==> src/hw/rtl/rlsc_pkg.sv <==
// Package of the radio link session controller: codes, record types and defaults.
package rlsc_pkg;

   // Default timer width and register reset values.
   localparam int TIMER_WIDTH_DEFAULT = 16;
   localparam logic [15:0] HS_TO_RESET   = 16'd5000;
   localparam logic [15:0] AUTH_TO_RESET = 16'd5000;
   localparam logic [15:0] CFG_TO_RESET  = 16'd5000;
   localparam logic [15:0] TX_TO_RESET   = 16'd10000;
   localparam logic [15:0] PING_IV_RESET = 16'd15000;
   localparam logic [15:0] PONG_TO_RESET = 16'd10000;

   // Depth of the queue between the event front end and the message back end.
   localparam int QUEUE_DEPTH = 2;

   // Stream widths.
   localparam int REQ_TDATA_W = 32;
   localparam int RSP_TDATA_W = 32;

   // Event kinds carried on req_tuser.
   localparam logic [2:0] MODE_OPEN    = 3'd0;
   localparam logic [2:0] MODE_FRAME   = 3'd1;
   localparam logic [2:0] MODE_TICK    = 3'd2;
   localparam logic [2:0] MODE_TXDONE  = 3'd3;
   localparam logic [2:0] MODE_BACKEND = 3'd4;
   localparam logic [2:0] MODE_RX      = 3'd5;
   localparam logic [2:0] MODE_PARSER  = 3'd6;

   // Received frame types.
   localparam logic [2:0] FT_HELLO     = 3'd0;
   localparam logic [2:0] FT_AUTH_RESP = 3'd1;
   localparam logic [2:0] FT_CONFIGURE = 3'd2;
   localparam logic [2:0] FT_TX_REQ    = 3'd3;
   localparam logic [2:0] FT_PONG      = 3'd4;
   localparam logic [2:0] FT_ERROR     = 3'd5;
   localparam logic [2:0] FT_SERVER    = 3'd6;

   // Emitted message types.
   localparam logic [2:0] MSG_NONE      = 3'd0;
   localparam logic [2:0] MSG_GREET_ACK = 3'd1;
   localparam logic [2:0] MSG_CHALLENGE = 3'd2;
   localparam logic [2:0] MSG_AUTH_RES  = 3'd3;
   localparam logic [2:0] MSG_CFG_RES   = 3'd4;
   localparam logic [2:0] MSG_TX_RES    = 3'd5;
   localparam logic [2:0] MSG_RX_PKT    = 3'd6;
   localparam logic [2:0] MSG_KEEPALIVE = 3'd7;

   // Result codes.
   localparam logic [1:0] CODE_OK          = 2'd0;
   localparam logic [1:0] CODE_FAIL        = 2'd1;
   localparam logic [1:0] CODE_UNSUPPORTED = 2'd2;

   // Close reasons.
   localparam logic [3:0] CC_NONE      = 4'd0;
   localparam logic [3:0] CC_MALFORMED = 4'd2;
   localparam logic [3:0] CC_PARSER    = 4'd3;
   localparam logic [3:0] CC_BADSTATE  = 4'd4;
   localparam logic [3:0] CC_REMOTE    = 4'd5;
   localparam logic [3:0] CC_AUTHFAIL  = 4'd6;
   localparam logic [3:0] CC_AUTHERR   = 4'd7;
   localparam logic [3:0] CC_CFGFAIL   = 4'd8;
   localparam logic [3:0] CC_BACKEND   = 4'd9;
   localparam logic [3:0] CC_HS_TO     = 4'd10;
   localparam logic [3:0] CC_AUTH_TO   = 4'd11;
   localparam logic [3:0] CC_CFG_TO    = 4'd12;
   localparam logic [3:0] CC_PONG_TO   = 4'd13;
   localparam logic [3:0] CC_TX_TO     = 4'd14;

   // Configuration register indexes.
   localparam logic [2:0] REG_AUTH_REQ = 3'd0;
   localparam logic [2:0] REG_HS_TO    = 3'd1;
   localparam logic [2:0] REG_AUTH_TO  = 3'd2;
   localparam logic [2:0] REG_CFG_TO   = 3'd3;
   localparam logic [2:0] REG_TX_TO    = 3'd4;
   localparam logic [2:0] REG_PING_IV  = 3'd5;
   localparam logic [2:0] REG_PONG_TO  = 3'd6;

   // Session phase.
   typedef enum logic [2:0] {
      PH_HELLO  = 3'd0,
      PH_AUTH   = 3'd1,
      PH_CFG    = 3'd2,
      PH_READY  = 3'd3,
      PH_CLOSED = 3'd4
   } phase_type;

   // Outcome of one event, as handed from the front end to the back end.
   typedef struct packed {
      logic       two;
      logic [2:0] type0;
      logic [15:0] seq0;
      logic [1:0] code0;
      logic [2:0] type1;
      logic [1:0] code1;
      phase_type  phase;
      logic [3:0] cause;
      logic       abandon;
   } rec_type;

   // One result item as held in the output register.
   typedef struct packed {
      logic [2:0] msg_type;
      logic [15:0] seq;
      logic [1:0] code;
      phase_type  phase;
      logic [3:0] cause;
      logic       abandon;
      logic       last;
   } item_type;

endpackage

==> src/hw/rtl/rlsc_queue.sv <==
// Short queue of event outcomes between the front end and the back end.
module rlsc_queue (
   input  logic             clock,
   input  logic             reset,
   input  logic             push_valid,
   output logic             push_ready,
   input  rlsc_pkg::rec_type push_rec,
   output logic             pop_valid,
   input  logic             pop_ready,
   output rlsc_pkg::rec_type pop_rec
);

   localparam int Depth = rlsc_pkg::QUEUE_DEPTH;
   localparam int PtrW  = (Depth > 1) ? $clog2(Depth) : 1;
   localparam int CntW  = $clog2(Depth + 1);

   rlsc_pkg::rec_type store_ff [Depth];
   logic [PtrW-1:0] wr_ptr_ff, wr_ptr_in;
   logic [PtrW-1:0] rd_ptr_ff, rd_ptr_in;
   logic [CntW-1:0] count_ff, count_in;
   logic do_push, do_pop;

   assign push_ready = (count_ff != CntW'(Depth));
   assign pop_valid  = (count_ff != '0);
   assign pop_rec    = store_ff[rd_ptr_ff];
   assign do_push    = push_valid && push_ready;
   assign do_pop     = pop_valid && pop_ready;

   // Pointer and fill count update, wrapping at the depth.
   always_comb begin
      wr_ptr_in = wr_ptr_ff;
      rd_ptr_in = rd_ptr_ff;
      count_in  = count_ff;
      if (do_push) begin
         wr_ptr_in = (wr_ptr_ff == PtrW'(Depth - 1)) ? '0 : wr_ptr_ff + 1'b1;
      end
      if (do_pop) begin
         rd_ptr_in = (rd_ptr_ff == PtrW'(Depth - 1)) ? '0 : rd_ptr_ff + 1'b1;
      end
      if (do_push && !do_pop) begin
         count_in = count_ff + 1'b1;
      end else if (do_pop && !do_push) begin
         count_in = count_ff - 1'b1;
      end
   end

   always_ff @(posedge clock) begin
      if (reset) begin
         wr_ptr_ff <= '0;
         rd_ptr_ff <= '0;
         count_ff  <= '0;
      end else begin
         wr_ptr_ff <= wr_ptr_in;
         rd_ptr_ff <= rd_ptr_in;
         count_ff  <= count_in;
      end
   end

   // Entry storage carries no reset.
   always_ff @(posedge clock) begin
      if (do_push) begin
         store_ff[wr_ptr_ff] <= push_rec;
      end
   end

endmodule

==> src/hw/rtl/rlsc_front.sv <==
// Front end: configuration registers, session state and classification of each event.
module rlsc_front #(
   parameter int TIMER_WIDTH = rlsc_pkg::TIMER_WIDTH_DEFAULT
) (
   input  logic                          clock,
   input  logic                          reset,
   input  logic                          req_tvalid,
   output logic                          req_tready,
   input  logic [rlsc_pkg::REQ_TDATA_W-1:0] req_tdata,
   input  logic [2:0]                    req_tuser,
   input  logic                          csr_valid,
   output logic                          csr_ready,
   input  logic [2:0]                    csr_index,
   input  logic [15:0]                   csr_data,
   output logic                          push_valid,
   input  logic                          push_ready,
   output rlsc_pkg::rec_type              push_rec
);

   localparam logic [32:0] TimerTop = (33'd1 << TIMER_WIDTH) - 33'd1;

   // Saturating load of a 16-bit timeout into a countdown.
   function automatic logic [TIMER_WIDTH-1:0] load_timer(input logic [15:0] v);
      logic [32:0] wide;
      wide = {17'd0, v};
      if (wide > TimerTop) begin
         load_timer = TimerTop[TIMER_WIDTH-1:0];
      end else begin
         load_timer = wide[TIMER_WIDTH-1:0];
      end
   endfunction

   // Countdown step that stops at zero.
   function automatic logic [TIMER_WIDTH-1:0] count_down(input logic [TIMER_WIDTH-1:0] v);
      count_down = (v == '0) ? '0 : v - 1'b1;
   endfunction

   // Unpacked event fields.
   logic [2:0]  ev_mode;
   logic [2:0]  frame_type;
   logic        frame_valid, auth_ok, nonce_ok, config_valid, config_matches, submit_ok;
   logic [15:0] frame_seq;
   logic [1:0]  tx_outcome;
   logic        rx_len_ok;
   logic        accept;

   assign ev_mode        = req_tuser;
   assign frame_type     = req_tdata[2:0];
   assign frame_valid    = req_tdata[3];
   assign auth_ok        = req_tdata[4];
   assign nonce_ok       = req_tdata[5];
   assign config_valid   = req_tdata[6];
   assign config_matches = req_tdata[7];
   assign submit_ok      = req_tdata[8];
   assign frame_seq      = req_tdata[24:9];
   assign tx_outcome     = req_tdata[26:25];
   assign rx_len_ok      = req_tdata[27];

   assign req_tready = push_ready;
   assign accept     = req_tvalid && req_tready;
   assign push_valid = req_tvalid;
   assign csr_ready  = 1'b1;

   // Configuration registers.
   logic        auth_req_ff;
   logic [15:0] hs_to_ff, auth_to_ff, cfg_to_ff, tx_to_ff, ping_iv_ff, pong_to_ff;

   always_ff @(posedge clock) begin
      if (reset) begin
         auth_req_ff <= 1'b0;
         hs_to_ff    <= rlsc_pkg::HS_TO_RESET;
         auth_to_ff  <= rlsc_pkg::AUTH_TO_RESET;
         cfg_to_ff   <= rlsc_pkg::CFG_TO_RESET;
         tx_to_ff    <= rlsc_pkg::TX_TO_RESET;
         ping_iv_ff  <= rlsc_pkg::PING_IV_RESET;
         pong_to_ff  <= rlsc_pkg::PONG_TO_RESET;
      end else if (csr_valid && csr_ready) begin
         unique case (csr_index)
            rlsc_pkg::REG_AUTH_REQ: auth_req_ff <= csr_data[0];
            rlsc_pkg::REG_HS_TO:    hs_to_ff    <= csr_data;
            rlsc_pkg::REG_AUTH_TO:  auth_to_ff  <= csr_data;
            rlsc_pkg::REG_CFG_TO:   cfg_to_ff   <= csr_data;
            rlsc_pkg::REG_TX_TO:    tx_to_ff    <= csr_data;
            rlsc_pkg::REG_PING_IV:  ping_iv_ff  <= csr_data;
            rlsc_pkg::REG_PONG_TO:  pong_to_ff  <= csr_data;
            default: ;
         endcase
      end
   end

   // Session state.
   rlsc_pkg::phase_type phase_ff, phase_in;
   logic [3:0]  close_ff, close_in;
   logic        pdo_ff, pdo_in;
   logic [TIMER_WIDTH-1:0] pcnt_ff, pcnt_in;
   logic [3:0]  pexp_ff, pexp_in;
   logic        txb_ff, txb_in;
   logic [15:0] txseq_ff, txseq_in;
   logic [TIMER_WIDTH-1:0] txcnt_ff, txcnt_in;
   logic        pp_ff, pp_in;
   logic [TIMER_WIDTH-1:0] ping_ff, ping_in;
   logic [TIMER_WIDTH-1:0] pong_ff, pong_in;

   // Next state and the outcome record of the event on the port.
   always_comb begin
      logic shut_req;
      logic [3:0] shut_why;
      logic abandon;
      logic two;
      logic [2:0] type0, type1;
      logic [15:0] seq0;
      logic [1:0] code0, code1;
      logic [TIMER_WIDTH-1:0] pc_d, tx_d, ping_d, pong_d;

      phase_in = phase_ff;
      close_in = close_ff;
      pdo_in   = pdo_ff;
      pcnt_in  = pcnt_ff;
      pexp_in  = pexp_ff;
      txb_in   = txb_ff;
      txseq_in = txseq_ff;
      txcnt_in = txcnt_ff;
      pp_in    = pp_ff;
      ping_in  = ping_ff;
      pong_in  = pong_ff;
      shut_req = 1'b0;
      shut_why = rlsc_pkg::CC_NONE;
      abandon  = 1'b0;
      two      = 1'b0;
      type0    = rlsc_pkg::MSG_NONE;
      seq0     = '0;
      code0    = rlsc_pkg::CODE_OK;
      type1    = rlsc_pkg::MSG_NONE;
      code1    = rlsc_pkg::CODE_OK;
      pc_d     = pdo_ff ? count_down(pcnt_ff) : pcnt_ff;
      tx_d     = txb_ff ? count_down(txcnt_ff) : txcnt_ff;
      ping_d   = pp_ff ? ping_ff : count_down(ping_ff);
      pong_d   = pp_ff ? count_down(pong_ff) : pong_ff;

      unique case (ev_mode)
         rlsc_pkg::MODE_OPEN: begin
            phase_in = rlsc_pkg::PH_HELLO;
            close_in = rlsc_pkg::CC_NONE;
            txb_in   = 1'b0;
            pp_in    = 1'b0;
            pdo_in   = 1'b1;
            pcnt_in  = load_timer(hs_to_ff);
            pexp_in  = rlsc_pkg::CC_HS_TO;
         end
         rlsc_pkg::MODE_FRAME: begin
            if (phase_ff != rlsc_pkg::PH_CLOSED) begin
               if (!frame_valid) begin
                  shut_req = 1'b1;
                  shut_why = rlsc_pkg::CC_MALFORMED;
               end else if (frame_type >= rlsc_pkg::FT_SERVER) begin
                  shut_req = 1'b1;
                  shut_why = rlsc_pkg::CC_BADSTATE;
               end else if (frame_type == rlsc_pkg::FT_ERROR) begin
                  shut_req = 1'b1;
                  shut_why = rlsc_pkg::CC_REMOTE;
               end else begin
                  unique case (phase_ff)
                     rlsc_pkg::PH_HELLO: begin
                        if (frame_type != rlsc_pkg::FT_HELLO) begin
                           shut_req = 1'b1;
                           shut_why = rlsc_pkg::CC_BADSTATE;
                        end else begin
                           type0 = rlsc_pkg::MSG_GREET_ACK;
                           if (auth_req_ff) begin
                              if (!nonce_ok) begin
                                 shut_req = 1'b1;
                                 shut_why = rlsc_pkg::CC_AUTHERR;
                              end else begin
                                 two      = 1'b1;
                                 type1    = rlsc_pkg::MSG_CHALLENGE;
                                 phase_in = rlsc_pkg::PH_AUTH;
                                 pdo_in   = 1'b1;
                                 pcnt_in  = load_timer(auth_to_ff);
                                 pexp_in  = rlsc_pkg::CC_AUTH_TO;
                              end
                           end else begin
                              two      = 1'b1;
                              type1    = rlsc_pkg::MSG_AUTH_RES;
                              phase_in = rlsc_pkg::PH_CFG;
                              pdo_in   = 1'b1;
                              pcnt_in  = load_timer(cfg_to_ff);
                              pexp_in  = rlsc_pkg::CC_CFG_TO;
                           end
                        end
                     end
                     rlsc_pkg::PH_AUTH: begin
                        if (frame_type != rlsc_pkg::FT_AUTH_RESP) begin
                           shut_req = 1'b1;
                           shut_why = rlsc_pkg::CC_BADSTATE;
                        end else if (auth_ok) begin
                           type0    = rlsc_pkg::MSG_AUTH_RES;
                           phase_in = rlsc_pkg::PH_CFG;
                           pdo_in   = 1'b1;
                           pcnt_in  = load_timer(cfg_to_ff);
                           pexp_in  = rlsc_pkg::CC_CFG_TO;
                        end else begin
                           type0    = rlsc_pkg::MSG_AUTH_RES;
                           code0    = rlsc_pkg::CODE_FAIL;
                           shut_req = 1'b1;
                           shut_why = rlsc_pkg::CC_AUTHFAIL;
                        end
                     end
                     rlsc_pkg::PH_CFG: begin
                        if (frame_type != rlsc_pkg::FT_CONFIGURE) begin
                           shut_req = 1'b1;
                           shut_why = rlsc_pkg::CC_BADSTATE;
                        end else if (!config_valid) begin
                           type0    = rlsc_pkg::MSG_CFG_RES;
                           code0    = rlsc_pkg::CODE_FAIL;
                           shut_req = 1'b1;
                           shut_why = rlsc_pkg::CC_CFGFAIL;
                        end else if (!config_matches) begin
                           type0    = rlsc_pkg::MSG_CFG_RES;
                           code0    = rlsc_pkg::CODE_UNSUPPORTED;
                           shut_req = 1'b1;
                           shut_why = rlsc_pkg::CC_CFGFAIL;
                        end else begin
                           type0    = rlsc_pkg::MSG_CFG_RES;
                           phase_in = rlsc_pkg::PH_READY;
                           pdo_in   = 1'b0;
                           pp_in    = 1'b0;
                           ping_in  = load_timer(ping_iv_ff);
                        end
                     end
                     default: begin
                        // Ready phase: pong and transmit request are the only frames taken.
                        if (frame_type == rlsc_pkg::FT_PONG) begin
                           if (!pp_ff) begin
                              shut_req = 1'b1;
                              shut_why = rlsc_pkg::CC_BADSTATE;
                           end else begin
                              pp_in   = 1'b0;
                              ping_in = load_timer(ping_iv_ff);
                           end
                        end else if (frame_type == rlsc_pkg::FT_TX_REQ) begin
                           if (txb_ff) begin
                              shut_req = 1'b1;
                              shut_why = rlsc_pkg::CC_BADSTATE;
                           end else begin
                              txseq_in = frame_seq;
                              if (!submit_ok) begin
                                 shut_req = 1'b1;
                                 shut_why = rlsc_pkg::CC_BACKEND;
                              end else begin
                                 txb_in   = 1'b1;
                                 txcnt_in = load_timer(tx_to_ff);
                              end
                           end
                        end else begin
                           shut_req = 1'b1;
                           shut_why = rlsc_pkg::CC_BADSTATE;
                        end
                     end
                  endcase
               end
            end
         end
         rlsc_pkg::MODE_TICK: begin
            if (phase_ff != rlsc_pkg::PH_CLOSED) begin
               pcnt_in  = pc_d;
               txcnt_in = tx_d;
               ping_in  = ping_d;
               pong_in  = pong_d;
               if (pdo_ff && pc_d == '0) begin
                  shut_req = 1'b1;
                  shut_why = pexp_ff;
               end else if (phase_ff == rlsc_pkg::PH_READY) begin
                  if (txb_ff && tx_d == '0) begin
                     shut_req = 1'b1;
                     shut_why = rlsc_pkg::CC_TX_TO;
                     abandon  = 1'b1;
                  end else if (pp_ff) begin
                     if (pong_d == '0) begin
                        shut_req = 1'b1;
                        shut_why = rlsc_pkg::CC_PONG_TO;
                     end
                  end else if (ping_d == '0) begin
                     type0   = rlsc_pkg::MSG_KEEPALIVE;
                     pp_in   = 1'b1;
                     pong_in = load_timer(pong_to_ff);
                  end
               end
            end
         end
         rlsc_pkg::MODE_TXDONE: begin
            if (txb_ff) begin
               txb_in = 1'b0;
               type0  = rlsc_pkg::MSG_TX_RES;
               seq0   = txseq_ff;
               code0  = tx_outcome;
            end
         end
         rlsc_pkg::MODE_BACKEND: begin
            shut_req = 1'b1;
            shut_why = rlsc_pkg::CC_BACKEND;
         end
         rlsc_pkg::MODE_RX: begin
            if (phase_ff == rlsc_pkg::PH_READY && rx_len_ok) begin
               type0 = rlsc_pkg::MSG_RX_PKT;
            end
         end
         rlsc_pkg::MODE_PARSER: begin
            shut_req = 1'b1;
            shut_why = rlsc_pkg::CC_PARSER;
         end
         default: ;
      endcase

      // A close only takes effect from an open session, so the first reason sticks.
      if (shut_req && phase_ff != rlsc_pkg::PH_CLOSED) begin
         close_in = shut_why;
         phase_in = rlsc_pkg::PH_CLOSED;
         pdo_in   = 1'b0;
         txb_in   = 1'b0;
      end

      push_rec.two     = two;
      push_rec.type0   = type0;
      push_rec.seq0    = seq0;
      push_rec.code0   = code0;
      push_rec.type1   = type1;
      push_rec.code1   = code1;
      push_rec.phase   = phase_in;
      push_rec.cause   = close_in;
      push_rec.abandon = abandon;
   end

   // State register, updated once per accepted transaction.
   always_ff @(posedge clock) begin
      if (reset) begin
         phase_ff <= rlsc_pkg::PH_CLOSED;
         close_ff <= rlsc_pkg::CC_NONE;
         pdo_ff   <= 1'b0;
         pcnt_ff  <= '0;
         pexp_ff  <= rlsc_pkg::CC_NONE;
         txb_ff   <= 1'b0;
         txseq_ff <= '0;
         txcnt_ff <= '0;
         pp_ff    <= 1'b0;
         ping_ff  <= '0;
         pong_ff  <= '0;
      end else if (accept) begin
         phase_ff <= phase_in;
         close_ff <= close_in;
         pdo_ff   <= pdo_in;
         pcnt_ff  <= pcnt_in;
         pexp_ff  <= pexp_in;
         txb_ff   <= txb_in;
         txseq_ff <= txseq_in;
         txcnt_ff <= txcnt_in;
         pp_ff    <= pp_in;
         ping_ff  <= ping_in;
         pong_ff  <= pong_in;
      end
   end

endmodule

==> src/hw/rtl/rlsc_back.sv <==
// Back end: turns each event outcome into one or two result items on the output register.
module rlsc_back (
   input  logic                          clock,
   input  logic                          reset,
   input  logic                          pop_valid,
   output logic                          pop_ready,
   input  rlsc_pkg::rec_type              pop_rec,
   output logic                          rsp_tvalid,
   input  logic                          rsp_tready,
   output logic [rlsc_pkg::RSP_TDATA_W-1:0] rsp_tdata,
   output logic [2:0]                    rsp_tuser,
   output logic                          rsp_tlast
);

   logic rsp_valid_ff, rsp_valid_in;
   logic second_ff, second_in;
   rlsc_pkg::item_type out_ff, out_in;
   rlsc_pkg::item_type hold_ff, hold_in;
   logic out_free;

   assign out_free  = !rsp_valid_ff || rsp_tready;
   assign pop_ready = out_free && !second_ff;

   // Output register load: the held second item first, then the next queued outcome.
   always_comb begin
      rsp_valid_in = rsp_valid_ff;
      second_in    = second_ff;
      out_in       = out_ff;
      hold_in      = hold_ff;
      if (out_free) begin
         if (second_ff) begin
            rsp_valid_in = 1'b1;
            out_in       = hold_ff;
            second_in    = 1'b0;
         end else if (pop_valid) begin
            rsp_valid_in     = 1'b1;
            out_in.msg_type  = pop_rec.type0;
            out_in.seq       = pop_rec.seq0;
            out_in.code      = pop_rec.code0;
            out_in.phase     = pop_rec.phase;
            out_in.cause     = pop_rec.cause;
            out_in.abandon   = pop_rec.abandon;
            out_in.last      = !pop_rec.two;
            second_in        = pop_rec.two;
            hold_in.msg_type = pop_rec.type1;
            hold_in.seq      = '0;
            hold_in.code     = pop_rec.code1;
            hold_in.phase    = pop_rec.phase;
            hold_in.cause    = pop_rec.cause;
            hold_in.abandon  = pop_rec.abandon;
            hold_in.last     = 1'b1;
         end else begin
            rsp_valid_in = 1'b0;
         end
      end
   end

   always_ff @(posedge clock) begin
      if (reset) begin
         rsp_valid_ff <= 1'b0;
         second_ff    <= 1'b0;
      end else begin
         rsp_valid_ff <= rsp_valid_in;
         second_ff    <= second_in;
      end
   end

   // Item payloads carry no reset.
   always_ff @(posedge clock) begin
      out_ff  <= out_in;
      hold_ff <= hold_in;
   end

   assign rsp_tvalid = rsp_valid_ff;
   assign rsp_tuser  = out_ff.msg_type;
   assign rsp_tlast  = out_ff.last;
   assign rsp_tdata  = {6'd0, out_ff.abandon, out_ff.cause, out_ff.phase,
                        out_ff.code, out_ff.seq};

endmodule

==> src/hw/rtl/radio_link_session_controller.sv <==
// Top level of the radio link session controller.
//
// Usage:
// - req_* carries one session event per transaction: the event kind on req_tuser and
//   the frame flags, frame sequence, transmit outcome and packet length check on req_tdata.
// - rsp_* returns one or two message descriptors per event; rsp_tlast marks the final
//   item of an event. An event that emits no message returns a single status item.
// - csr_* writes one configuration register per transaction; csr_ready is always high.
//   Registers must be written only while no event is in flight; the block does not check.
// Flow and throughput: an event is classified in the cycle it is accepted and enters
// the queue at that edge; its first item then passes from the queue into the output
// register, and a second item follows it from the hold register.
// While rsp_tready is high the output register drains one item per cycle, so events
// with one item sustain one transaction per cycle; a held second item blocks the next.
// Stalls: a two-entry queue sits between the event front end and the item back end;
// while rsp_tready is low the queue fills and req_tready then drops until space frees.
// Reset: control and state registers take their reset values, the session is closed
// with no close reason, the queue and the output register are empty and rsp_tvalid is low.
module radio_link_session_controller #(
   parameter int TIMER_WIDTH = rlsc_pkg::TIMER_WIDTH_DEFAULT
) (
   input  logic                          clock,
   input  logic                          reset,
   input  logic                          req_tvalid,
   output logic                          req_tready,
   // frame_type, frame_valid, auth_ok, nonce_ok, config_valid, config_matches,
   // submit_ok, frame_seq, tx_outcome, rx_len_ok, zero fill
   input  logic [rlsc_pkg::REQ_TDATA_W-1:0] req_tdata,
   input  logic [2:0]                    req_tuser,  // mode
   output logic                          rsp_tvalid,
   input  logic                          rsp_tready,
   // msg_seq, msg_code, phase_now, close_cause, abandon_tx, zero fill
   output logic [rlsc_pkg::RSP_TDATA_W-1:0] rsp_tdata,
   output logic [2:0]                    rsp_tuser,  // msg_type
   output logic                          rsp_tlast,
   input  logic                          csr_valid,
   output logic                          csr_ready,
   input  logic [2:0]                    csr_index,
   input  logic [15:0]                   csr_data
);

   logic              push_valid, push_ready;
   rlsc_pkg::rec_type push_rec;
   logic              pop_valid, pop_ready;
   rlsc_pkg::rec_type pop_rec;

   // Event classification and session state.
   rlsc_front #(
      .TIMER_WIDTH(TIMER_WIDTH)
   ) u_front (
      .clock      (clock),
      .reset      (reset),
      .req_tvalid (req_tvalid),
      .req_tready (req_tready),
      .req_tdata  (req_tdata),
      .req_tuser  (req_tuser),
      .csr_valid  (csr_valid),
      .csr_ready  (csr_ready),
      .csr_index  (csr_index),
      .csr_data   (csr_data),
      .push_valid (push_valid),
      .push_ready (push_ready),
      .push_rec   (push_rec)
   );

   // Outcome queue.
   rlsc_queue u_queue (
      .clock      (clock),
      .reset      (reset),
      .push_valid (push_valid),
      .push_ready (push_ready),
      .push_rec   (push_rec),
      .pop_valid  (pop_valid),
      .pop_ready  (pop_ready),
      .pop_rec    (pop_rec)
   );

   // Result item emission.
   rlsc_back u_back (
      .clock      (clock),
      .reset      (reset),
      .pop_valid  (pop_valid),
      .pop_ready  (pop_ready),
      .pop_rec    (pop_rec),
      .rsp_tvalid (rsp_tvalid),
      .rsp_tready (rsp_tready),
      .rsp_tdata  (rsp_tdata),
      .rsp_tuser  (rsp_tuser),
      .rsp_tlast  (rsp_tlast)
   );

endmodule

==> config.mk <==
export PLATFORM = sky130hd
export DESIGN_NAME = radio_link_session_controller
export DESIGN_NICKNAME = d
export VERILOG_FILES = /design/src/hw/rtl/rlsc_pkg.sv /design/src/hw/rtl/rlsc_queue.sv /design/src/hw/rtl/rlsc_front.sv /design/src/hw/rtl/rlsc_back.sv /design/src/hw/rtl/radio_link_session_controller.sv
export SDC_FILE = /design/constraint.sdc
export NUM_CORES = 1
export LEC_CHECK = 0
export BUFFER_PORTS_ARGS = -buffer_cell sky130_fd_sc_hd__buf_2
export CAP_MARGIN = 20
export CORE_ASPECT_RATIO = 0.5
export CORE_MARGIN = 2
export CORE_UTILIZATION = 65
export DETAILED_ROUTE_END_ITERATION = 12
export PLACE_DENSITY_LB_ADDON = 0.15
export RECOVER_POWER = 50
export SLEW_MARGIN = 20
export SYNTH_ARGS = -nofsm -noshare
export SYNTH_HDL_FRONTEND = slang
export SYNTH_SLANG_ARGS = --single-unit
==> constraint.sdc <==
create_clock -name clock -period 6.72 [get_ports clock]
set_input_delay 1.344 -clock clock [delete_from_list [all_inputs] [get_ports clock]]
set_output_delay 1.344 -clock clock [all_outputs]
set_load 0.02 [all_outputs]
==> results of run 1 <==
-- per-layer routing --
| layer | vias to the layer above | GRT usage | routed length (um) |
|---|---|---|---|
| met5 | - | 0 | 0 |
| met3 | 86 | 0.0474 | 3440 |
| met2 | 611 | 0.504 | 17600 |
| met4 | 0 | 0.0881 | 984 |
| met1 | 6044 | 0.442 | 16500 |
| li1 | 6002 | - | - |
-- path summary, 6_finish.rpt --
check | cells past startpoint | endpoint | from | slack (ns)
worst min-delay path | 2 | u_front.auth_to_ff[11] | u_front.auth_to_ff[11] | 0.46
worst max register to register | 11 | u_front.pong_ff[3] | u_front.ping_ff[0] | 2.45
worst min register to register | 2 | u_front.auth_to_ff[11] | u_front.auth_to_ff[11] | 0.46
worst max-delay path | 11 | u_front.pong_ff[3] | u_front.ping_ff[0] | 2.45
-- sequential cells by signal, indices dropped and copies added, names as in the netlist, 2 cells and up, named ones only --
signal,count
u_front.phase_ff,3
u_front.txseq_ff,16
u_front.ping_iv_ff,16
u_back.rsp_tuser,3
u_front.pcnt_ff,16
u_front.close_ff,4
u_queue.count_ff,2
u_front.pong_ff,16
u_front.ping_ff,16
u_front.hs_to_ff,16
u_front.txcnt_ff,16
u_front.pexp_ff,4
u_back.hold_ff,10
u_front.cfg_to_ff,16
u_front.pong_to_ff,16
u_front.tx_to_ff,16
u_back.rsp_tdata,26
u_front.auth_to_ff,16
u_queue.store_ff,62
-- cell families after synthesis --
logic type	after synthesis
DFF	300
muxes	78
other	2
xor gates and xnor gates	29
and+or+nand+nor	754
buffers and inverters	137
AOI/OAI and AO/OA	375
adders and majority gates	6
-- stage by stage --
stage | utilization | worst slack, ns | cells | cell area, um^2 | power (mW)
2_1_floorplan | - | 3.14 | 1686 | 14800 | 2.90
3_3_place_gp | 0.691 | 2.44 | 1977 | 15200 | 3.15
3_5_place_dp | 0.692 | 2.41 | 1977 | 15200 | 3.19
4_1_cts | 0.733 | 2.45 | 2024 | 16100 | 4.76
5_1_grt | 0.731 | 2.07 | 2024 | 16100 | 4.94
6_report | 0.731 | 2.45 | 2024 | 16100 | 4.75
-- final cells by class --
type / count / area [um^2]
sequential: 300 / 7030
clock buffer: 36 / 729
inverter: 24 / 90.1
fill: 1692 / 5910
timing repair buffer: 104 / 549
multi-input combinational: 1249 / 7120
clock inverter: 11 / 164
tap: 300 / 375
-- cells in the final DEF, fill, tap and decap left out, drive strengths merged, types with 24 or more instances in the layout --
cell    count
buf        97
nor4       28
mux2i      58
and2       24
nor3       52
dfxtp     198
inv        25
nor2      164
clkbuf     43
nand3      55
nand2     321
edfxtp    102
a21oi     158
o21ai      80
-- report_power, final --
part,leakage [nW],internal [mW],switching (mW),total (mW)
Clock,0.432,0.916,0.678,1.59
Combinational,2.73,0.289,0.610,0.899
Sequential,2.59,2.18,0.0827,2.26
-- worst max-delay path, delay by kind of cell (launching register included) --
family	cells	cell delay, ns
compound gates	2	0.41
buf+inv	1	0.09
simple gates	6	2.73
mux	1	0.36
flops	1	0.35
fa+ha+maj	1	0.20
==> results summary, run 1 <==
The worst-skew pair later-pin latency is 0.55 ns. The tightest min-delay check is of the flop to flop type. The post-cts resize count came out at 0. After detailed routing, the number of vias per cell comes to 6.30. Max-cap violations in this run came to 6. The width of the chip is 217 um. The power density relative to cell area is 296 mW/mm^2. The overflow left after global routing is 0. The number of max-slew violations in the final report came to 162. In the final routed layout, each cell accounts on average for 19.1 um. The number of instances in the synthesized netlist is 1,681. Yosys printed 0 warnings.

The worst pin sits at a relative slew slack of -0.550. The row count is 38. The fraction of post-synthesis cell area in the top cell type by area is 0.268.

The starting density of the core is 0.672. The adder and majority gate portion of the synthesized area is 0.00508. In this run the vertical extent of the chip is 111 um. The multiplexer area fraction after synthesis came out at 0.0548. Setup repair after global routing left no endpoint under its margin. 0 antenna diodes ended up in the layout. Of the total synthesized cell area, the portion taken by AND, OR, NAND and NOR gates is 0.239. Clock tree synthesis inserted a total of 26 buffers. The critical path in this run is classified as flop to flop.

Of the total synthesized cell area, the portion taken by XOR and XNOR cells is 0.0172. 98 I/O pins were placed. In the finished design, the share of the clock period the worst path needs comes to 0.635. The first detailed-routing pass ran for 6 iterations. In the synthesized netlist, the cells that appear most often are 320 x sky130_fd_sc_hd__nand2_1, 198 x sky130_fd_sc_hd__dfxtp_1, 164 x sky130_fd_sc_hd__nor2_1. The synthesized area is 0.0148 mm^2. The share of the Yosys chip area taken by registers is 0.476. For this run, the slowest stage of the critical path takes 1.08 ns.

TritonCTS built the clock tree. At the end of routability-driven placement, the weighted congestion stood at 0.984. The worst setup path is launched from a flop. The core region is 0.0220 mm^2. Entering global routing, the biggest net connects 107 pins.

The most used flip-flop cell after synthesis is sky130_fd_sc_hd__dfxtp_1. The aggregate global-route resource usage is 0.313. The worst-case vdd ir drop is 0.000353 V. Derived from the worst setup path, the maximum achievable clock frequency is 0.234 GHz. The biggest area consumer among synthesized cells is sky130_fd_sc_hd__dfxtp_1.

The clock arrives with 0.0179 ns of skew. In this run the static leakage power is 5.75 nW. The number of nets with antenna violations after routing is 0. Each instance of the synthesized netlist takes up on average 8.79 um^2.

The synthesized netlist contains 94 unique library cells. The largest buffer count on any clock path is 3. The number of global-route vias before repair came out at 11,800. sky130_fd_sc_hd__nand2_1 is the most common cell in the netlist. The maximum fanout count along the critical path is 25. The count of buffers inserted at the top-level ports came out at 86. The tightest hold path in the finished design has a slack of 0.456 ns. The async set-reset flop share out of synthesis is 0. Counting flops and latches in the post-synthesis netlist gives 300. Setup violations remaining at the end of the flow were counted as 0. Data on the critical path arrives at its endpoint at 4.67 ns. The share of the synthesized area in compound gates (AO/OA/AOI/OAI) came out at 0.161. At the pin with the least slew margin, the transition time is 2.32 ns. The critical path required time came out at 7.12 ns. The number of nets in the layout came out at 1,770. The critical path goes through inv_1 > ha_1 > nor4b_1 > and2_1 > nand2_1 > a21boi_0 > nand4_1 > and4b_1 > mux2_4 > a22oi_1 > nor2_1.

The count of endpoints failing hold in the final timing report is 0. Compared with the post-synthesis result, the final layout area differs by 8.74%. The number of antenna violations at the first check in global routing is 0. The vias after detailed routing is 12,700. The area of the die came out at 0.0240 mm^2. The sink count of the clock tree came out at 300. The buffer count from post-CTS setup fixing is 0. By area, the combinational part of the netlist is dominated by simple AND/OR/NAND/NOR gates.

The flow ran to the end, but the final reports show violations. Wires add up to 38,600 um. The post-detailed-placement half-perimeter wirelength came out at 25,300 um. The wire length of the first global-routing pass is 60,700 um. For this design, the slowest cell found on the critical path is sky130_fd_sc_hd__and4b_1.

The clock edge transition at the registers on the reported setup and hold paths came out at 0.07 ns. By area the synthesized netlist is led by sky130_fd_sc_hd__dfxtp_1 27%, sky130_fd_sc_hd__edfxtp_1 21%, sky130_fd_sc_hd__nand2_1 8.1%. Clock tree synthesis selected as its root buffer the cell sky130_fd_sc_hd__clkbuf_16. The depth of the CTS H-tree is 1.

The count of hold buffers inserted by post-cts repair came out at 0. The final critical delay including setup and external delays came out at 4.27 ns. The number of enable-type register cells in the synthesized netlist is 102. The number of DRC violations after detailed-routing iteration 0 is 1,261. The endpoint type of the worst setup path is a flop. Of the cells placed in the final design, the portion with a size suffix greater than 1 is 0.117.

The final-layout setup total negative slack is 0 ns. For this run, design rule violations remaining after detail routing come to 0. The final reports fail on max-capacitance violations, max-slew violations.
(Power assumes the default switching activity.)
==> run 2: changes to the inputs <==
Settings changed: CORE_UTILIZATION 65 to 61.
Clock period 6.72 ns to 4.4 ns, I/O delays scaled along.
==> results summary, run 2 (synthesized netlist as in run 1, its figures left out) <==
The run finished, with violations left. The final reports fail on design-rule violations, max-capacitance violations, max-slew violations. The row count is 40 (+5.3%). The area of the die came to 0.0255 mm^2 (+6.4%). The worst-case vdd ir drop came to 0.000286 V (-19%). The flip-flop count of the largest register, all copies and words added came out at 62 (unchanged). The width of the chip is 224 um (+3.2%). The post-detailed-placement half-perimeter wirelength came out at 25,600 um (+1.3%). The core outline area was 0.0239 mm^2 (+8.7%). The wire length of the first global-routing pass is 62,400 um (+2.7%). The proportion of layout cells with a drive suffix above 1 is 0.118 (+0.00163).

The min-delay analysis places its worst path in the category flop to flop. The largest buffer count on any clock path came out at 3 (unchanged). The count of endpoints failing hold in the final timing report is 0 (unchanged). The top cell types in the final layout, fill and taps aside, are 320 x sky130_fd_sc_hd__nand2_1, 198 x sky130_fd_sc_hd__dfxtp_1, 160 x sky130_fd_sc_hd__nor2_1.

The overall power is 7.20 mW (+51%). The power density relative to cell area came out at 446 mW/mm^2 (+51%). The final setup violation count came out at 0 (unchanged).

The number of placed I/O pins came out at 98 (unchanged). The actual slew at the worst max-slew pin came out at 2.67 ns (+0.350 ns). The final-layout setup total negative slack came out at 0 ns (unchanged).

The worst-skew pair later-pin latency came to 0.55 ns (about the same). The aggregate global-route resource usage came out at 0.304 (-0.00947). The number of max-slew violations in the final report is 299 (+85%). The worst-case setup slack after placement is 0.711 ns (-1.70 ns). The starting density of the core is 0.619 (-0.0537).

The clock edge transition at the registers on the reported setup and hold paths is 0.07 ns (about the same). The worst setup path is launched from a flop. The worst path setup slack after routing was 0.571 ns (-1.88 ns). The number of nets with antenna violations after routing came out at 0 (unchanged).

The endpoint arrival time on the critical path came out at 4.22 ns (-0.45 ns). The critical path required time came out at 4.79 ns (-2.33 ns). The count of hold buffers inserted by post-cts repair is 0 (unchanged).

The vias after detailed routing came out at 12,800 (+0.30%). The detail-routed net length per standard cell was 18.8 um (-1.1%). The global placer's final weighted congestion is 0.927 (-5.8%). The maximum fanout count along the critical path is 17 (-32%). TritonCTS built the clock tree. The number of nets in the layout is 1,781 (+0.62%).

The final design utilization is 0.677 (-0.0545). The total DRC errors in the routed layout was 2 (+2). The post-route clock period utilization is 0.870 (+0.235). The total routed wirelength is 38,700 um (+0.26%). The count of max-cap constraint violations is 8 (+2). Setup repair after global routing left no endpoint under its margin. The endpoint type of the worst setup path is a flop. The leakage power of the design is 5.79 nW (+0.83%). The number of antenna violations at the first check in global routing came out at 1 (+1). The register with the most flip-flops is u_queue.store_ff. The count of buffers inserted at the top-level ports is 86 (unchanged). The die boundary height was 114 um (+3.1%). The maximum number of pins on one net before global-route repair came out at 60 (-44%).

The routed via count divided by cell count came out at 6.23 (-1.1%). The buffer count from post-CTS setup fixing is 0 (unchanged). The worst setup skew after layout is 0.0112 ns (-0.00674 ns).

The overflow left after global routing came out at 0 (unchanged). The number of DRC violations after detailed-routing iteration 0 came out at 1,395 (+11%). The worst setup path is of the flop to flop kind. The final critical delay including setup and external delays came out at 3.83 ns (-0.439 ns). The sink count of the clock tree came out at 300 (unchanged). The number of global-route vias before repair came out at 12,000 (+1.8%).

The layout overhead on the synthesized area came out at 9.36%. The remaining max-slew budget at the tightest pin came out at -0.780 (-0.230). The depth of the CTS H-tree came to 1 (unchanged). The top achievable clock speed is 0.261 GHz (+11%). The tree is rooted in a sky130_fd_sc_hd__clkbuf_16. The number of clock buffers inserted by TritonCTS came to 27 (+3.8%). The first-pass iteration count of the detailed router is 9 (+3). The post-cts resize count is 0 (unchanged). The library cell used most frequently in the layout, excluding fill and tap cells, is sky130_fd_sc_hd__nand2_1.
-- run 2: cell types whose count changed in the layout (fill, tap and decap cells not counted), sizes merged --
| cell | before | now |
|---|---|---|
| inv | 25 | 24 |
| clkinv | 4 | 5 |
| diode | 0 | 3 |
| clkinvlp | 2 | 1 |
| clkbuf | 43 | 55 |
| buf | 97 | 98 |
| bufinv | 4 | 2 |
-- run 2: area by class of cell --
type / count / area [um^2]
antenna: 3 / 7.51
clock buffer: 39 / 791
clock inverter: 8 / 95.1
fill: 1959 / 7720
inverter: 24 / 90.1
multi-input combinational: 1249 / 7140
sequential: 300 / 7030
tap: 315 / 394
timing repair buffer: 114 / 604
-- run 2: worst paths after layout --
check,startpoint,endpoint,slack (ns),cells after the start
setup / recovery,u_front.ping_ff[0],u_front.pong_ff[5],0.57,12
hold / removal,u_front.cfg_to_ff[2],u_front.cfg_to_ff[2],0.46,2
setup reg to reg,u_front.ping_ff[0],u_front.pong_ff[5],0.57,12
hold reg to reg,u_front.cfg_to_ff[2],u_front.cfg_to_ff[2],0.46,2
-- run 2: metal layers --
layer	track usage	vias up	wire length, um
met1	0.430	6066	17000
met2	0.488	571	17300
met3	0.0471	88	3250
met5	0	-	0
met4	0.0889	0	1190
li1	-	6056	-
-- run 2: where the power goes --
| part | switching, mW | internal [mW] |
|---|---|---|
| clock network | 1.03 | 1.36 |
| logic | 0.927 | 0.438 |
| registers | 0.117 | 3.32 |
-- run 2: stage by stage --
stage / hold WS, ns / std cells / cell area, um^2
after floorplan: 0.436 / 1686 / 14800
after global placement: 0.441 / 2002 / 15300
after detailed placement: 0.446 / 2002 / 15300
after CTS: 0.456 / 2049 / 16200
after global routing: 0.470 / 2050 / 16100
final: 0.457 / 2052 / 16200
-- run 2: worst max-delay path, stage by stage, from the launching register on --
cell	delay [ns]
sky130_fd_sc_hd__dfxtp_1	0.35
sky130_fd_sc_hd__inv_1	0.08
sky130_fd_sc_hd__ha_1	0.21
sky130_fd_sc_hd__nor4b_1	0.73
sky130_fd_sc_hd__and2_1	0.30
sky130_fd_sc_hd__nand2_1	0.17
sky130_fd_sc_hd__a21boi_0	0.22
sky130_fd_sc_hd__nand4_1	0.31
sky130_fd_sc_hd__and4b_1	0.64
sky130_fd_sc_hd__buf_4	0.31
sky130_fd_sc_hd__o21ai_0	0.11
sky130_fd_sc_hd__a22oi_1	0.20
sky130_fd_sc_hd__nor2_1	0.05
==> run 3: changes to the inputs <==
Settings changed: CELL_PAD_IN_SITES_DETAIL_PLACEMENT set to 0, CELL_PAD_IN_SITES_GLOBAL_PLACEMENT set to 1, CORE_UTILIZATION 61 to 47, SYNTH_HIERARCHICAL set to 1.
==> results summary, run 3 <==
The worst-skew pair later-pin latency came out at 0.56 ns (about the same). Setup repair after global routing left no endpoint under its margin. TritonCTS built the clock tree.

The post-synthesis area per instance came out at 8.91 um^2 (+1.4%). The share of the synthesized area in compound gates (AO/OA/AOI/OAI) came out at 0.154 (-0.00796). The count of filler cells inserted in the layout came out at 3,008 (+54%). The die boundary height was 131 um (+15%). The total DRC errors in the routed layout was 0 (-2).

The power density relative to cell area is 464 mW/mm^2 (+4.0%). The number of different library cells in the post-synthesis netlist came to 90 (-4.3%). The commonest cells after synthesis are 342 x sky130_fd_sc_hd__nand2_1, 198 x sky130_fd_sc_hd__dfxtp_1, 147 x sky130_fd_sc_hd__a21oi_1.

Leaving out fill and tap cells, the most frequent cell in the layout is sky130_fd_sc_hd__nand2_1. The register with the most flip-flops is u_queue/store_ff. The global routing met2 resource utilization is 0.389 (-0.0993). The synthesized area came out at 0.0153 mm^2 (+3.4%). The total routed wirelength came to 42,900 um (+11%). The number of antenna repair diodes came out at 0 (-3).

The layout overhead on the synthesized area is 10.0%. By instance count, the leading cell after synthesis is sky130_fd_sc_hd__nand2_1. The worst setup skew after layout came out at 0.00945 ns (-0.00173 ns). The count of cells along the worst register-to-register path is 11 (-1).

The adder and majority gate portion of the synthesized area is 0.00410 (-0.000985). The largest buffer count on any clock path is 3 (unchanged). The width of the chip came out at 259 um (+16%). The sequential cell area is 0.00736 mm^2 (+4.7%). The fraction of post-synthesis cell area in the top cell type by area came out at 0.260 (-0.00873).

The count of buffers inserted at the top-level ports came out at 86 (unchanged). The final design utilization came to 0.528 (-0.149). The run finished, with violations left. The actual slew at the worst max-slew pin is 2.11 ns (-0.560 ns).

The routed via count divided by cell count is 5.84 (-6.3%). The critical path required time came out at 4.79 ns (about the same). The top achievable clock speed came out at 0.255 GHz (-2.5%).

The basic-gate share of the synthesized area counting and, or, nand and nor cells came out at 0.245 (+0.00574). The area of all placed cells without fillers came out at 0.0168 mm^2 (+4.0%). The starting density of the core came out at 0.480 (-0.139). The post-cts resize count came out at 0 (unchanged). The worst hold path begins at u_front/txseq_ff[11]. sky130_fd_sc_hd__dfxtp_1 takes more of the synthesized area than any other cell. The global placer's final weighted congestion came out at 0.914 (-1.4%).

The most used flip-flop cell after synthesis is sky130_fd_sc_hd__dfxtp_1. By area, the combinational part of the netlist is dominated by simple AND/OR/NAND/NOR gates. The number of placed I/O pins came out at 98 (unchanged). The number of nets with antenna violations after routing is 0 (unchanged). The worst setup path is captured at a flop. The core outline area is 0.0318 mm^2 (+33%). The post-detailed-placement half-perimeter wirelength came out at 28,800 um (+12%). The cell area after placement is 0.0159 mm^2 (+3.9%).

The detail-routed net length per standard cell came out at 19.5 um (+3.6%). The final setup violation count is 0 (unchanged). In this run the worst hold path is classified as flop to flop. The area of the die was 0.0340 mm^2 (+33%). The buffer count from post-CTS setup fixing was 0 (unchanged). The maximum fanout count along the critical path came to 10 (-7).

The wire length of the first global-routing pass is 67,000 um (+7.4%). The post-route clock period utilization came out at 0.892 (+0.0219). The first-pass iteration count of the detailed router came to 5 (-4). In the layout the commonest cells are 342 x sky130_fd_sc_hd__nand2_1, 198 x sky130_fd_sc_hd__dfxtp_1, 146 x sky130_fd_sc_hd__a21oi_1. The global-route met3 utilization came out at 0.0392 (-0.00798).

The number of max-slew violations in the final report was 197 (-34%). The clock edge transition at the registers on the reported setup and hold paths came out at 0.07 ns (about the same). The startpoint identified for the worst register-to-register timing path is u_front/txcnt_ff[0]. The final-layout setup total negative slack is 0 ns (unchanged). The category of the most critical setup path is flop to flop. The multi-input gate area in the final layout is 0.00722 mm^2 (+1.0%). The endpoint identified for the worst register-to-register timing path is u_front/pong_ff[6].

The total of warnings raised by yosys came out at 6 (+6). The worst-case vdd ir drop came out at 0.000347 V (+21%). The flip-flop count of the largest register, all copies and words added came to 70 (+13%). The number of enable-type register cells in the synthesized netlist came out at 113 (+11%). The worst hold path depth was 2 (unchanged). The maximum number of pins on one net before global-route repair is 74 (+23%).

The register bit total from synthesis came out at 311 (+3.7%). The count of max-cap constraint violations is 5 (-3). The count of endpoints failing hold in the final timing report is 0 (unchanged). The met1 routing resource usage after global routing is 0.353 (-0.0762). The busiest layer in global routing is met2. The flop-to-flop setup slack is 0.47 ns (-0.10 ns). The count of hold buffers inserted by post-cts repair came out at 0 (unchanged).

The endpoint arrival time on the critical path is 4.31 ns (+0.09 ns). The vias after detailed routing was 12,800 (+0.28%). The row count came out at 46 (+15%).

The number of clock buffers inserted by TritonCTS is 28 (+3.7%). The number of antenna violations at the first check in global routing is 0 (-1). The depth of the CTS H-tree came out at 1 (unchanged). The overflow left after global routing came to 0 (unchanged). The remaining max-slew budget at the tightest pin came out at -0.407 (+0.373). The sequential-to-total area share from yosys stat is 0.482 (+0.00616). The number of global-route vias before repair came out at 12,100 (+1.2%).

The sink count of the clock tree is 311 (+3.7%). The proportion of layout cells with a drive suffix above 1 came out at 0.114 (-0.00421). For hold timing, the worst endpoint is u_front/txseq_ff[11]. The xor/xnor cell area share of the yosys netlist is 0.0172 (about the same). The overall power is 7.78 mW (+8.1%). The number of DRC violations after detailed-routing iteration 0 came out at 1,052 (-25%). The number of instances in the synthesized netlist came out at 1,714 (+2.0%). The number of nets in the layout is 1,805 (+1.3%). The aggregate global-route resource usage is 0.246 (-0.0577). The async set-reset flop share out of synthesis came out at 0 (unchanged). The critical path launch point type is a flop. The final critical delay including setup and external delays is 3.93 ns (+0.0964 ns). The cell sitting at the root of the clock tree is a sky130_fd_sc_hd__clkbuf_16. The final reports fail on max-capacitance violations, max-slew violations. The worst hold margin is 0.448 ns (-0.00938 ns). The multiplexer area fraction after synthesis is 0.0518 (-0.00301). Ranked by total cell area, the synthesized netlist is headed by sky130_fd_sc_hd__dfxtp_1 26%, sky130_fd_sc_hd__edfxtp_1 22%, sky130_fd_sc_hd__nand2_1 8.4%. The leakage power of the design came out at 5.92 nW (+2.2%).
## run 3: cell count changes after synthesis, moves of 11 or more
cell / before / now
sky130_fd_sc_hd__nor2_1: 164 / 122
sky130_fd_sc_hd__mux2i_1: 58 / 19
sky130_fd_sc_hd__nand2_1: 320 / 342
sky130_fd_sc_hd__mux2_2: 19 / 40
sky130_fd_sc_hd__nand3_1: 54 / 71
sky130_fd_sc_hd__nor2b_1: 14 / 31
sky130_fd_sc_hd__a22oi_1: 20 / 35
sky130_fd_sc_hd__o21ai_0: 78 / 63
sky130_fd_sc_hd__edfxtp_1: 102 / 113
## run 3: area by class of cell
type                       count  area share
sequential                   311       0.438
multi-input combinational   1260       0.430
clock buffer                  40      0.0487
timing repair buffer         112      0.0347
tap                          432      0.0322
clock inverter                12      0.0103
inverter                      28     0.00626
## run 3: report_power, final
part	internal [mW]	leakage, nW	switching (mW)
combinational	0.533	2.76	1.05
sequential	3.45	2.69	0.123
clock	1.53	0.471	1.10
## run 3: cells by family after synthesis
logic type	Yosys count
AOI/OAI and AO/OA	376
xor gates and xnor gates	30
muxes	69
DFF	311
other	3
and+or+nand+nor	770
adders and majority gates	5
buffers and inverters	150
## run 3: metal layers
| layer | share of wire | wire (um) |
|---|---|---|
| met4 | 0.021 | 918 |
| met5 | 0 | 0 |
| met3 | 0.060 | 2570 |
| met1 | 0.47 | 20100 |
| met2 | 0.45 | 19200 |
## run 3: how the worst max path moves through the flow
stage | startpoint | end | slack (ns) | cells past startpoint
final | u_front/txcnt_ff[0] | u_front/pong_ff[6] | 0.47 | 11
after CTS | u_front/txcnt_ff[0] | u_front/pong_ff[6] | 0.61 | 11
after global placement | u_front/txcnt_ff[0] | u_front/pong_ff[6] | 0.76 | 11
after detailed placement | u_front/txcnt_ff[0] | u_front/pong_ff[6] | 0.64 | 11
after floorplan | req_tdata[0] | u_queue/store_ff[0][1] | 1.43 | 9
after global routing | u_front/txcnt_ff[0] | u_front/pong_ff[6] | 0.26 | 11
## run 3: worst max-delay path, cell delays in order, from the launching register on
cell                       delay (ns)
sky130_fd_sc_hd__dfxtp_1         0.37
sky130_fd_sc_hd__inv_1           0.09
sky130_fd_sc_hd__ha_1            0.32
sky130_fd_sc_hd__nor4bb_1        0.59
sky130_fd_sc_hd__nand3_1         0.32
sky130_fd_sc_hd__nand4_1         0.19
sky130_fd_sc_hd__o31ai_1         0.24
sky130_fd_sc_hd__or2_1           0.35
sky130_fd_sc_hd__nor4b_4         0.43
sky130_fd_sc_hd__and3_1          0.51
sky130_fd_sc_hd__mux2i_1         0.27
sky130_fd_sc_hd__o21ai_1         0.08
## run 3: per-stage QoR
stage	setup slack, ns	std cells
floorplan	1.43	1721
global placement	0.756	2143
detailed placement	0.636	2143
CTS	0.613	2195
global route	0.259	2195
finish	0.474	2195
